===== config.mk =====
export PLATFORM = sky130hd
export DESIGN_NAME = rpn_ctrl
export DESIGN_NICKNAME = d
export VERILOG_FILES = /design/src/hw/rtl/rpn_pkg.sv /design/src/hw/rtl/rpn_ctrl.sv
export SDC_FILE = /design/constraint.sdc
export NUM_CORES = 1
export LEC_CHECK = 0
export ABC_CLOCK_PERIOD_IN_PS = 3500
export BUFFER_PORTS_ARGS = -buffer_cell sky130_fd_sc_hd__buf_2
export CORE_MARGIN = 2
export CORE_UTILIZATION = 45
export DETAILED_ROUTE_END_ITERATION = 10
export GPL_TIMING_DRIVEN = 0
export PLACE_DENSITY = 0.7
export SLEW_MARGIN = 20
export SYNTH_ARGS = -nofsm -noshare
export SYNTH_HDL_FRONTEND = slang
export SYNTH_SLANG_ARGS = --single-unit

===== constraint.sdc =====
create_clock -name clk -period 3.5 [get_ports clk]
set_clock_uncertainty 0.1 [all_clocks]
set_input_delay 0.7 -clock clk [delete_from_list [all_inputs] [get_ports clk]]
set_output_delay 0.7 -clock clk [all_outputs]
set_load 0.02 [all_outputs]

===== src/hw/rtl/rpn_pkg.sv =====
`timescale 1ns / 1ps
`default_nettype none
// ----------------------------------------------------------------------------
// rpn_pkg: shared types and constants for the RPN stack calculator
// Token codes, status codes and the controller/datapath command and status.
// ----------------------------------------------------------------------------
package rpn_pkg;

  localparam int unsigned DefStackDepth = 128;

  typedef enum logic [2:0] {
    CMD_PUSH  = 3'd0,
    CMD_ADD   = 3'd1,
    CMD_SUB   = 3'd2,
    CMD_MUL   = 3'd3,
    CMD_DIV   = 3'd4,
    CMD_MOD   = 3'd5,
    CMD_PRINT = 3'd6,
    CMD_NONE  = 3'd7
  } cmd_t;

  localparam logic [2:0] ST_OK      = 3'd0;
  localparam logic [2:0] ST_UNDER   = 3'd1;
  localparam logic [2:0] ST_OVER    = 3'd2;
  localparam logic [2:0] ST_ZERODIV = 3'd3;
  localparam logic [2:0] ST_HALTED  = 3'd4;

  // Controller to datapath
  typedef struct packed {
    logic       load;      // capture token
    logic       pop_rd;    // issue read of top entry, decrement count
    logic       cap_b;     // capture read data into b
    logic       cap_a;     // capture read data into a
    logic       arith;     // compute add/sub/mul step 1
    logic       mul_fin;   // finish multiply
    logic       div_start; // set up divider
    logic       div_step;  // one divider iteration
    logic       div_fin;   // finish divide/mod
    logic       push_r;    // push result
    logic       push_op;   // push operand
    logic       set_halt;  // zero divisor
  } dp_cmd_t;

  // Datapath to controller
  typedef struct packed {
    logic full;
    logic b_zero;     // divisor zero for the current command
    logic div_done;
  } dp_stat_t;

endpackage : rpn_pkg
`default_nettype wire


===== src/hw/rtl/rpn_ctrl.sv =====
`timescale 1ns / 1ps
`default_nettype none
// ----------------------------------------------------------------------------
// rpn_ctrl: calculator controller
// Sequences pops, arithmetic, divider iterations and pushes per token, and
// holds the result transaction until taken.
// ----------------------------------------------------------------------------
module rpn_ctrl (
  input  wire logic              clk,
  input  wire logic              rst,
  input  wire logic              in_valid,
  output logic                   in_stall,
  input  wire logic [2:0]        cmd,
  input  wire logic              out_stall,
  output logic                   out_valid,
  output logic [2:0]             out_status,
  output logic                   out_printed,
  output logic                   out_use_a,
  output rpn_pkg::dp_cmd_t       cmd_o,
  input  wire rpn_pkg::dp_stat_t stat_i,
  input  wire logic              under
);
  import rpn_pkg::*;

  typedef enum logic [10:0] {
    S_IDLE   = 11'b000_0000_0001,
    S_DEC    = 11'b000_0000_0010,
    S_POPB   = 11'b000_0000_0100,
    S_CHKB   = 11'b000_0000_1000,
    S_POPA   = 11'b000_0001_0000,
    S_ARITH  = 11'b000_0010_0000,
    S_MULF   = 11'b000_0100_0000,
    S_DIV    = 11'b000_1000_0000,
    S_DIVF   = 11'b001_0000_0000,
    S_PUSH   = 11'b010_0000_0000,
    S_DONE   = 11'b100_0000_0000
  } state_t;

  state_t     state, state_next;
  logic [2:0] op;
  logic       halted;
  logic [2:0] st_code;

  assign in_stall = (state != S_IDLE) || out_valid;

  always_comb begin
    cmd_o      = '0;
    state_next = state;
    unique case (state)
      S_IDLE: begin
        if (in_valid && !in_stall) begin
          cmd_o.load = 1'b1;
          state_next = S_DEC;
        end
      end
      S_DEC: begin
        if (halted || op == CMD_NONE) begin
          state_next = S_DONE;
        end else if (op == CMD_PUSH) begin
          cmd_o.push_op = !stat_i.full;
          state_next    = S_DONE;
        end else begin
          cmd_o.pop_rd = 1'b1;
          state_next   = S_POPB;
        end
      end
      S_POPB: begin
        if (op == CMD_PRINT) begin
          cmd_o.cap_a = 1'b1;
          state_next  = S_DONE;
        end else begin
          cmd_o.cap_b = 1'b1;
          state_next  = S_CHKB;
        end
      end
      S_CHKB: begin
        if ((op == CMD_DIV || op == CMD_MOD) && stat_i.b_zero) begin
          cmd_o.set_halt = 1'b1;
          state_next     = S_DONE;
        end else begin
          cmd_o.pop_rd = 1'b1;
          state_next   = S_POPA;
        end
      end
      S_POPA: begin
        cmd_o.cap_a = 1'b1;
        state_next  = S_ARITH;
      end
      S_ARITH: begin
        if (op == CMD_DIV || op == CMD_MOD) begin
          cmd_o.div_start = 1'b1;
          state_next      = S_DIV;
        end else begin
          cmd_o.arith = 1'b1;
          state_next  = (op == CMD_MUL) ? S_MULF : S_PUSH;
        end
      end
      S_MULF: begin
        cmd_o.mul_fin = 1'b1;
        state_next    = S_PUSH;
      end
      S_DIV: begin
        if (stat_i.div_done) begin
          cmd_o.div_fin = 1'b1;
          state_next    = S_PUSH;
        end else begin
          cmd_o.div_step = 1'b1;
        end
      end
      S_PUSH: begin
        cmd_o.push_r = !stat_i.full;
        state_next   = S_DONE;
      end
      S_DONE: begin
        state_next = S_IDLE;
      end
      default: state_next = S_IDLE;
    endcase
  end

  always_ff @(posedge clk) begin
    if (rst) begin
      state     <= S_IDLE;
      halted    <= 1'b0;
      out_valid <= 1'b0;
    end else begin
      state <= state_next;
      if (cmd_o.set_halt) begin
        halted <= 1'b1;
      end
      if (out_valid && !out_stall) begin
        out_valid <= 1'b0;
      end else if (state == S_DONE) begin
        out_valid <= 1'b1;
      end
    end
  end

  // Token bookkeeping and status
  always_ff @(posedge clk) begin
    if (cmd_o.load) begin
      op          <= cmd;
      st_code     <= ST_OK;
      out_printed <= 1'b0;
      out_use_a   <= 1'b0;
    end
    if (state == S_DEC) begin
      if (halted) begin
        st_code <= ST_HALTED;
      end else if (op == CMD_PUSH && stat_i.full) begin
        st_code <= ST_OVER;
      end else if (op == CMD_PRINT) begin
        out_printed <= 1'b1;
        out_use_a   <= 1'b1;
      end
    end
    if (cmd_o.set_halt) begin
      st_code <= ST_ZERODIV;
    end
  end

  assign out_status = (st_code == ST_OK && under) ? ST_UNDER : st_code;
endmodule : rpn_ctrl
`default_nettype wire


==> results of run 1 <==
-- flip-flops by register name, summed over array words and instances (netlist names) --
signal and flops:
halted 1, op 3, out_printed 1, out_use_a 1, out_valid 1, st_code 3, state 10
-- final cells by class --
cell class	instances	area (um^2)	area share, %
well taps	28	35.0	2.69
flip-flops and latches	20	432	33.2
clock inverters	1	3.75	0.288
clock buffers	3	22.5	1.73
repair buffers	29	145	11.2
multi-input cells	96	629	48.4
plain buffers	6	26.3	2.02
inverters	2	7.51	0.577
-- stage by stage --
stage,util (%),total power [uW],setup WS [ns]
2_1_floorplan,-,300,0.394
3_3_place_gp,56.3,320,0.362
5_1_grt,58.3,449,0.0134
4_1_cts,57.7,434,0.0320
3_5_place_dp,56.3,322,0.308
6_report,58.3,432,0.0806
-- cell usage in the layout (no fill, tap or decap), types with 5 or more instances in the layout --
cell / n
a21oi_1: 5
buf_2: 29
nor2b_1: 7
dfxtp_1: 16
or3_1: 6
nor3b_1: 5
nor2_1: 12
clkbuf_1: 5
nand2_1: 8
-- logic make-up after synthesis --
group           after synthesis
flops                        20
simple gates                 70
compound gates               23
buf+inv                       8
xor+xnor                      3
-- power by group through the flow --
stage,Clock [uW],Sequential [uW],Combinational [uW]
2_1_floorplan,0,252,47.7
3_3_place_gp,0,252,67.8
3_5_place_dp,0,253,69.4
4_1_cts,116,248,69.9
5_1_grt,121,250,78.4
6_report,113,248,71.2
-- cells in the mapped netlist, drive strengths merged (2+ instances only) --
| cell type | n | share of area (%) |
|---|---|---|
| a21oi | 5 | 2.3 |
| or3 | 7 | 4.1 |
| a21o | 4 | 2.8 |
| o32ai | 3 | 2.4 |
| xnor2 | 2 | 1.6 |
| edfxtp | 3 | 8.4 |
| and2 | 2 | 1.2 |
| inv | 2 | 0.70 |
| and3 | 3 | 1.7 |
| nand2b | 3 | 1.7 |
| nor3b | 7 | 5.3 |
| nand2 | 8 | 2.8 |
| nor4 | 4 | 2.3 |
| nor2 | 12 | 4.2 |
| clkbuf | 5 | 1.7 |
| dfxtp | 17 | 32 |
| nor2b | 7 | 4.1 |
| o21ai | 4 | 1.9 |
| nand3b | 4 | 2.8 |
| nor3 | 4 | 1.9 |
-- worst max-delay path: stages (launching register included) --
cell and delay [ns]:
dfxtp_2 0.38, or4_4 0.56, or2_4 0.29, or4b_4 0.57
nor3b_4 0.23, buf_4 0.13, buf_2 0.15
-- how the worst max path moves through the flow --
| stage | startpoint | end | slack, ns | cells past startpoint |
|---|---|---|---|---|
| 4_1_cts | state[3] | cmd_o[5] | 0.03 | 6 |
| 6_report | state[3] | cmd_o[5] | 0.08 | 6 |
| 3_3_place_gp | state[3] | cmd_o[5] | 0.36 | 6 |
| 5_1_grt | state[6] | cmd_o[5] | 0.01 | 6 |
| 2_1_floorplan | state[3] | cmd_o[1] | 0.39 | 4 |
| 3_5_place_dp | state[3] | cmd_o[5] | 0.31 | 6 |
-- layer usage --
metal  share of wire [%]  vias up  global-route usage [%]
li1                    -      522                       -
met2                  49       32                    32.3
met3                 5.0        5                    3.95
met4                 1.6        0                    8.97
met5                   0        -                       0
met1                  45      486                    24.2
==> results.json, run 1 <==
{
  "wire_per_inst_um": 13.6,
  "min_from": "out_printed",
  "r2r-start": "state[3]",
  "cts_tree": "yes",
  "syn_inst": 124,
  "postCtsSetupBuffers": 0,
  "h-tree-depth": 1,
  "synthMuxAreaShare_pct": 0,
  "netSwitchingPower_uw": 121,
  "arrival_ns": 2.62,
  "cp-end-kind": "output pin",
  "final_area_mm2": 0.00130,
  "comb_power_share_pct": 16.5,
  "path_class": "flip-flop to output pin",
  "grt_pass1_wl_um": 3940,
  "rrSetupSlack_ns": 1.02,
  "path_max_fanout": 7,
  "intPower_uw": 311,
  "wirelength_um": 2520,
  "n_fill_cell": 221,
  "core_area_mm2": 0.00223,
  "initial_core_util_pct": 48.2,
  "drv_cap": 0,
  "r2r_cells": 5,
  "final_cells": 185,
  "clock-sinks": 20,
  "drtPass1Iterations": 4,
  "ant_nets": 0,
  "io_buffers": 29,
  "cts.clk_slew.worst_paths_ns": 0.11,
  "place_inst": 181,
  "clk_latency_ns": 0.31,
  "rsz0062_at_grt": "false",
  "die_x_um": 52.9,
  "antenna_found_initial": 0,
  "setup_tns_ns": 0,
  "drtIter0Drc": 26,
  "vias": 1045,
  "cts-resized-gates": 1,
  "ys_seq_area_share_pct": 40.0,
  "gp_congestion": 0.792,
  "setup_viol": 0,
  "relSlewSlack_pct": 64.3,
  "syn2layout_area_growth_pct": 20.8,
  "vdd_drop_max_mv": 0.273,
  "fin_nets": 169,
  "startpoint_type": "flip-flop",
  "hold_buffers": 0,
  "layout-drive-gt1-share_pct": 27.4,
  "antennaDiodeCount": 0,
  "tightestPinTransition_ns": 0.530,
  "p_clk_share_pct": 26.1,
  "p_sw_share_pct": 28.0,
  "drc": 0,
  "synth.yosys.warnings": 0,
  "synth_top_family_by_area": "simple AND/OR/NAND/NOR gates",
  "yosys_most_used_dff": "dfxtp_1",
  "pin_count": 30,
  "drv_slew": 0,
  "p_leak_uw": 0.000598,
  "outcome": "complete, no violations",
  "r2r-end": "state[9]",
  "synth_seq_cells": 20,
  "synth_compound_area_share_pct": 14.8,
  "hold_viol_final": 0,
  "cp.required_ns": 2.70,
  "synth_edf_count": 3,
  "numCtsBuffers": 3,
  "die_h_um": 52.9,
  "power.density_mw_per_mm2": 332,
  "holdWs_ns": 0.366,
  "synthAdderAreaFrac_pct": 0,
  "syn_area_mm2": 0.00108,
  "ys_types": 39,
  "syn_avg_cell_area_um2": 8.69,
  "first_global_vias": 910,
  "die_area_mm2": 0.00280,
  "async_reset_ff_share_pct": 0,
  "synth_fp_nets": 135,
  "viasPerCell": 5.65,
  "min_path_cells": 1,
  "cts-root-buf": "clkbuf_4",
  "grt.total_usage_pct": 19.5,
  "min_period_ns": 3.42,
  "postPlaceCellArea_mm2": 0.00126,
  "period_share_pct": 97.7,
  "max_freq_mhz": 292,
  "hold_class": "flip-flop to flip-flop",
  "synth-xor-area-share_pct": 2.44,
  "grt_max_degree": 12,
  "gr-total-overflow": 0,
  "dp_hpwl_um": 1930,
  "floorplan.rows": 17,
  "yosys.area_share.simple_pct": 39.7,
  "clock_path_buffers": 2,
  "p_seq_share_pct": 57.4,
  "holdPathEnd": "out_printed"
}
(Power assumes the default switching activity.)
==> inputs of run 2 (changes only) <==
--- a/config.mk
+++ b/config.mk
@@ -6,13 +6,13 @@
 export NUM_CORES = 1
 export LEC_CHECK = 0
 export ABC_CLOCK_PERIOD_IN_PS = 3500
-export BUFFER_PORTS_ARGS = -buffer_cell sky130_fd_sc_hd__buf_2
 export CORE_MARGIN = 2
 export CORE_UTILIZATION = 45
 export DETAILED_ROUTE_END_ITERATION = 10
+export DONT_BUFFER_PORTS = 1
 export GPL_TIMING_DRIVEN = 0
-export PLACE_DENSITY = 0.7
-export SLEW_MARGIN = 20
+export SETUP_SLACK_MARGIN = 0.02
+export SLEW_MARGIN = 10
 export SYNTH_ARGS = -nofsm -noshare
 export SYNTH_HDL_FRONTEND = slang
 export SYNTH_SLANG_ARGS = --single-unit
==> run 2 against run 1 <==
  * Non-clock buffer count is 29 lower
  * Sequential cell count is the same
  * Wire length decreased by 11%
  * Sequential power about the same
  * Critical path depth fell by 2
  * Cell count decreased by 16%
  * Via count is 13% lower
  * Count of clock-buffer cells in the layout unchanged
  * Setup slack gained 0.087 ns
==> results.json, run 2 (synthesis gave the netlist of run 1 again) <==
{
  "die_x_um": 52.9,
  "drv_slew": 0,
  "path_max_fanout": 7,
  "io_buffers": 0,
  "antenna_found_initial": 0,
  "cp_slowest_cell": "or4_4",
  "vias": 908,
  "crit_chain": "or4_4 -> or3_1 -> nor3b_2 -> nor4bb_4",
  "outcome": "complete, no violations",
  "die_area_mm2": 0.00280,
  "cts-root-buf": "clkbuf_4",
  "cp-end-kind": "output pin",
  "setup_viol": 0,
  "drv_cap": 0,
  "viasPerCell": 5.82,
  "arrival_ns": 2.53,
  "drtPass1Iterations": 4,
  "wire_per_inst_um": 14.4,
  "tightestPinTransition_ns": 0.719,
  "die_h_um": 52.9,
  "gr-total-overflow": 0,
  "final_cell_mix": "17 x dfxtp_1, 12 x nor2_1, 8 x nand2_1, 7 x nor2b_1, 7 x or3_1",
  "rsz0062_at_grt": "false",
  "power.density_mw_per_mm2": 360,
  "hold_buffers": 0,
  "hold_class": "input port to flip-flop",
  "drtIter0Drc": 6,
  "post-route-worst-setup-slack_ns": 0.168,
  "rrSetupSlack_ns": 1.02,
  "r2r-end": "op[2]",
  "place_ws_ns": 0.192,
  "largest_reg_flops": 10,
  "first_global_vias": 852,
  "setup_tns_ns": 0,
  "endpoint": "cmd_o[1]",
  "floorplan.rows": 17,
  "clock_path_buffers": 2,
  "fin_nets": 140,
  "grt.total_usage_pct": 18.7,
  "reg.largest.list": "state: 10 flops, op: 3 flops, st_code: 3 flops",
  "clock-sinks": 20,
  "cp.required_ns": 2.70,
  "period_share_pct": 95.2,
  "path_class": "flip-flop to output pin",
  "gp_congestion": 0.796,
  "r2r_cells": 5,
  "syn2layout_area_growth_pct": 7.55,
  "layout-drive-gt1-share_pct": 10.2,
  "max_freq_mhz": 300,
  "cts_tree": "yes",
  "startpoint_type": "flip-flop",
  "grt_max_degree": 12,
  "pin_count": 30,
  "cts.clk_slew.worst_paths_ns": 0.11,
  "vdd_drop_max_mv": 0.222,
  "numCtsBuffers": 3,
  "h-tree-depth": 1,
  "final_common_cell": "dfxtp_1",
  "clk_latency_ns": 0.30,
  "hold_viol_final": 0,
  "drc": 0,
  "n_fill_cell": 231,
  "core_area_mm2": 0.00223,
  "postCtsSetupBuffers": 0,
  "r2r-start": "state[3]",
  "regMostFlops": "state",
  "dp_hpwl_um": 1740,
  "initial_core_util_pct": 48.2,
  "p_leak_uw": 0.000452,
  "antennaDiodeCount": 0,
  "ant_nets": 0,
  "relSlewSlack_pct": 51.9,
  "min_period_ns": 3.33,
  "slowest_delay_ns": 0.57,
  "wirelength_um": 2240,
  "startpoint": "state[3]",
  "grt_pass1_wl_um": 3720
}
==> run 2: stage by stage <==
step	power (uW)	hold WS, ns	std cells	utilization, %	instance area (um^2)
global route	445	0.334	156	51.9	1160
finish	417	0.357	156	51.9	1160
detailed placement	311	0.384	152	49.8	1110
floorplan	300	0.363	124	-	1080
CTS	422	0.344	156	51.3	1140
global placement	310	0.374	152	49.8	1110
==> run 2: critical path, delay by kind of cell, from the launching register on <==
| family | cells | cell delay, ns |
|---|---|---|
| AND/OR/NAND/NOR | 4 | 1.83 |
| flip-flops | 1 | 0.39 |
==> run 2: worst min-delay path by stage <==
stage / start / to / slack (ns) / cells past startpoint
2_1_floorplan: st_code[0] / st_code[0] / 0.36 / 1
3_3_place_gp: st_code[0] / st_code[0] / 0.37 / 1
3_5_place_dp: st_code[0] / st_code[0] / 0.38 / 1
4_1_cts: rst / out_valid / 0.34 / 1
5_1_grt: rst / out_valid / 0.33 / 1
6_report: rst / halted / 0.36 / 1
==> run 2: power breakdown <==
part | switching, uW | internal (uW) | total [uW] | leakage, uW
Sequential | 8.56 | 240 | 249 | 0.000166
Combinational | 36.2 | 21.5 | 57.7 | 0.000271
Clock | 69.3 | 41.5 | 111 | 0.0000154
Total | 114 | 303 | 417 | 0.000452
==> run 2: timing repair <==
action | CTS | global route
setup endpoints to repair | 1 | 2
pin swaps | 0 | 0
resized for setup | 1 | 2
==> run 2: area by class of cell <==
| class | instances | area [um^2] | share of cell area (%) |
|---|---|---|---|
| buffer | 6 | 26.3 | 2.27 |
| clock buffer | 3 | 22.5 | 1.94 |
| clock inverter | 1 | 3.75 | 0.324 |
| inverter | 2 | 7.51 | 0.648 |
| multi-input combinational | 96 | 633 | 54.6 |
| sequential | 20 | 430 | 37.1 |
| tap | 28 | 35.0 | 3.02 |
==> run 2: metal layers <==
metal  vias up  routed length (um)  global-route usage (%)  part of all wire [%]
li1        462                   -                       -                     -
met1       426                1020                    24.5                    45
met2        18                1110                    29.6                    49
met3         2                 102                    4.24                   4.5
met4         0                  14                    7.69                  0.62
met5         -                   0                       0                     0
==> inputs of run 3 (changes only) <==
--- a/config.mk
+++ b/config.mk
@@ -5,7 +5,7 @@
 export SDC_FILE = /design/constraint.sdc
 export NUM_CORES = 1
 export LEC_CHECK = 0
-export ABC_CLOCK_PERIOD_IN_PS = 3500
+export ABC_CLOCK_PERIOD_IN_PS = 2700
 export CORE_MARGIN = 2
 export CORE_UTILIZATION = 45
 export DETAILED_ROUTE_END_ITERATION = 10
==> constraint.sdc (replaced) <==
create_clock -name clk -period 2.7 [get_ports clk]
set_clock_uncertainty 0.1 [all_clocks]
set_input_delay 0.54 -clock clk [delete_from_list [all_inputs] [get_ports clk]]
set_output_delay 0.54 -clock clk [all_outputs]
set_load 0.02 [all_outputs]
==> run 3 against run 2 <==
  * The run now ends with setup timing left
  * Die area did not move
  * Total power is 60% higher
  * Wire length up 14%
  * Cell area up 18%
  * Largest power group unchanged
  * Via count up 8.3%
  * Combinational power up 68%
  * Critical path type unchanged
  * Register-to-register slack worse by 0.81 ns
  * Cell count up 5.8%
  * First-iteration DRC count grew to 2.8 times the previous value
==> results.json, run 3 (synthesis gave the netlist of run 1 again) <==
{
  "netSwitchingPower_uw": 164,
  "cts.clk_slew.worst_paths_ns": 0.12,
  "min_period_ns": 2.98,
  "gr-total-overflow": 0,
  "h-tree-depth": 1,
  "intPower_uw": 502,
  "antenna_found_initial": 0,
  "p_leak_uw": 0.000551,
  "drtIter0Drc": 17,
  "failed_checks": "setup timing",
  "io_buffers": 0,
  "largest_reg_flops": 10,
  "p_clk_share_pct": 36.8,
  "final_cell_mix": "14 x dfxtp_1, 11 x buf_4, 10 x nor2_1, 6 x nor2b_1, 6 x nand2_1",
  "antennaDiodeCount": 0,
  "setup_tns_ns": -1.12,
  "hold_class": "input port to flip-flop",
  "cts_tree": "yes",
  "p_sw_share_pct": 24.6,
  "die_area_mm2": 0.00280,
  "numCtsBuffers": 3,
  "dp_hpwl_um": 1800,
  "core_area_mm2": 0.00223,
  "total_power_uw": 666,
  "clock_path_buffers": 2,
  "startpoint_type": "flip-flop",
  "cp.required_ns": 2.06,
  "wirelength_um": 2560,
  "p_seq_share_pct": 48.6,
  "arrival_ns": 2.34,
  "die_x_um": 52.9,
  "grt_pass1_wl_um": 4300,
  "drtPass1Iterations": 4,
  "holdWs_ns": 0.189,
  "fin_nets": 149,
  "layout-drive-gt1-share_pct": 29.2,
  "post-route-worst-setup-slack_ns": -0.283,
  "tightestPinTransition_ns": 0.387,
  "cts-root-buf": "clkbuf_4",
  "drv_cap": 0,
  "viasPerCell": 5.96,
  "first_global_vias": 987,
  "initial_core_util_pct": 48.2,
  "drv_slew": 0,
  "max_freq_mhz": 335,
  "clk_latency_ns": 0.31,
  "path_class": "flip-flop to output pin",
  "grt.total_usage_pct": 21.3,
  "reg.largest.list": "state: 10 flops, op: 3 flops, st_code: 3 flops",
  "final_common_cell": "dfxtp_1",
  "outcome": "finished, violations left",
  "hold_buffers": 0,
  "vias": 983,
  "relSlewSlack_pct": 74.0,
  "setup_viol": 6,
  "hold_viol_final": 0,
  "floorplan.rows": 17,
  "comb_power_share_pct": 14.6,
  "grt_max_degree": 13,
  "die_h_um": 52.9,
  "pin_count": 30,
  "gp_congestion": 0.767,
  "period_share_pct": 110,
  "vdd_drop_max_mv": 0.336,
  "regMostFlops": "state",
  "clock-sinks": 20,
  "cp-end-kind": "output pin",
  "wire_per_inst_um": 15.5,
  "drc": 0,
  "path_max_fanout": 3,
  "ant_nets": 0,
  "power.density_mw_per_mm2": 487,
  "rsz0062_at_grt": "true",
  "syn2layout_area_growth_pct": 26.8
}
[run 3: power by group through the flow]
stage	registers [uW]	clock network, uW	logic, uW
floorplan	327	0	62.9
global placement	329	0	74.5
detailed placement	329	0	74.7
CTS	324	249	89.5
global route	326	265	105
finish	324	245	97.1
[run 3: per-stage QoR]
| step | setup slack (ns) | instances | util, % | area [um^2] |
|---|---|---|---|---|
| 6_report | -0.283 | 165 | 61.2 | 1370 |
| 3_5_place_dp | -0.161 | 152 | 50.7 | 1130 |
| 4_1_cts | -0.311 | 164 | 60.1 | 1340 |
| 2_1_floorplan | 0.0375 | 124 | - | 1100 |
| 5_1_grt | -0.337 | 165 | 61.2 | 1370 |
| 3_3_place_gp | -0.169 | 152 | 50.7 | 1130 |
[run 3: layout make-up]
class | count | area [um^2]
plain buffers | 4 | 23.8
clock buffers | 3 | 22.5
clock inverters | 1 | 30.0
fillers | 217 | 867
inverters | 2 | 7.51
multi-input cells | 96 | 728
flip-flops and latches | 20 | 437
well taps | 28 | 35.0
repair buffers | 11 | 82.6
[run 3: critical path, stage by stage, from the launching register on]
cell and delay (ns):
dfxtp_4 0.37, or4_4 0.53, or2_4 0.26, or4b_4 0.52
nor3b_4 0.22, buf_6 0.14
[run 3: path summary, 6_finish.rpt]
path	slack, ns	cells after the start	startpoint	endpoint
setup / recovery	-0.28	5	state[3]	cmd_o[5]
hold / removal	0.19	1	rst	out_valid
setup reg to reg	0.21	9	state[3]	st_code[0]
hold reg to reg	0.42	1	st_code[0]	st_code[0]
[run 3: layer usage]
metal / global-route usage, % / vias to the layer above / wire (um)
li1: - / 480 / -
met3: 3.95 / 7 / 102
met1: 26.2 / 472 / 1170
met4: 8.12 / 0 / 45
met2: 36.7 / 24 / 1240
met5: 0 / - / 0
[run 3: timing repair]
action / CTS / global route
buffers inserted: 10 / 1
endpoints found under the setup margin: 9 / 10
gates resized for setup: 21 / 4
pin swaps: 9 / 6
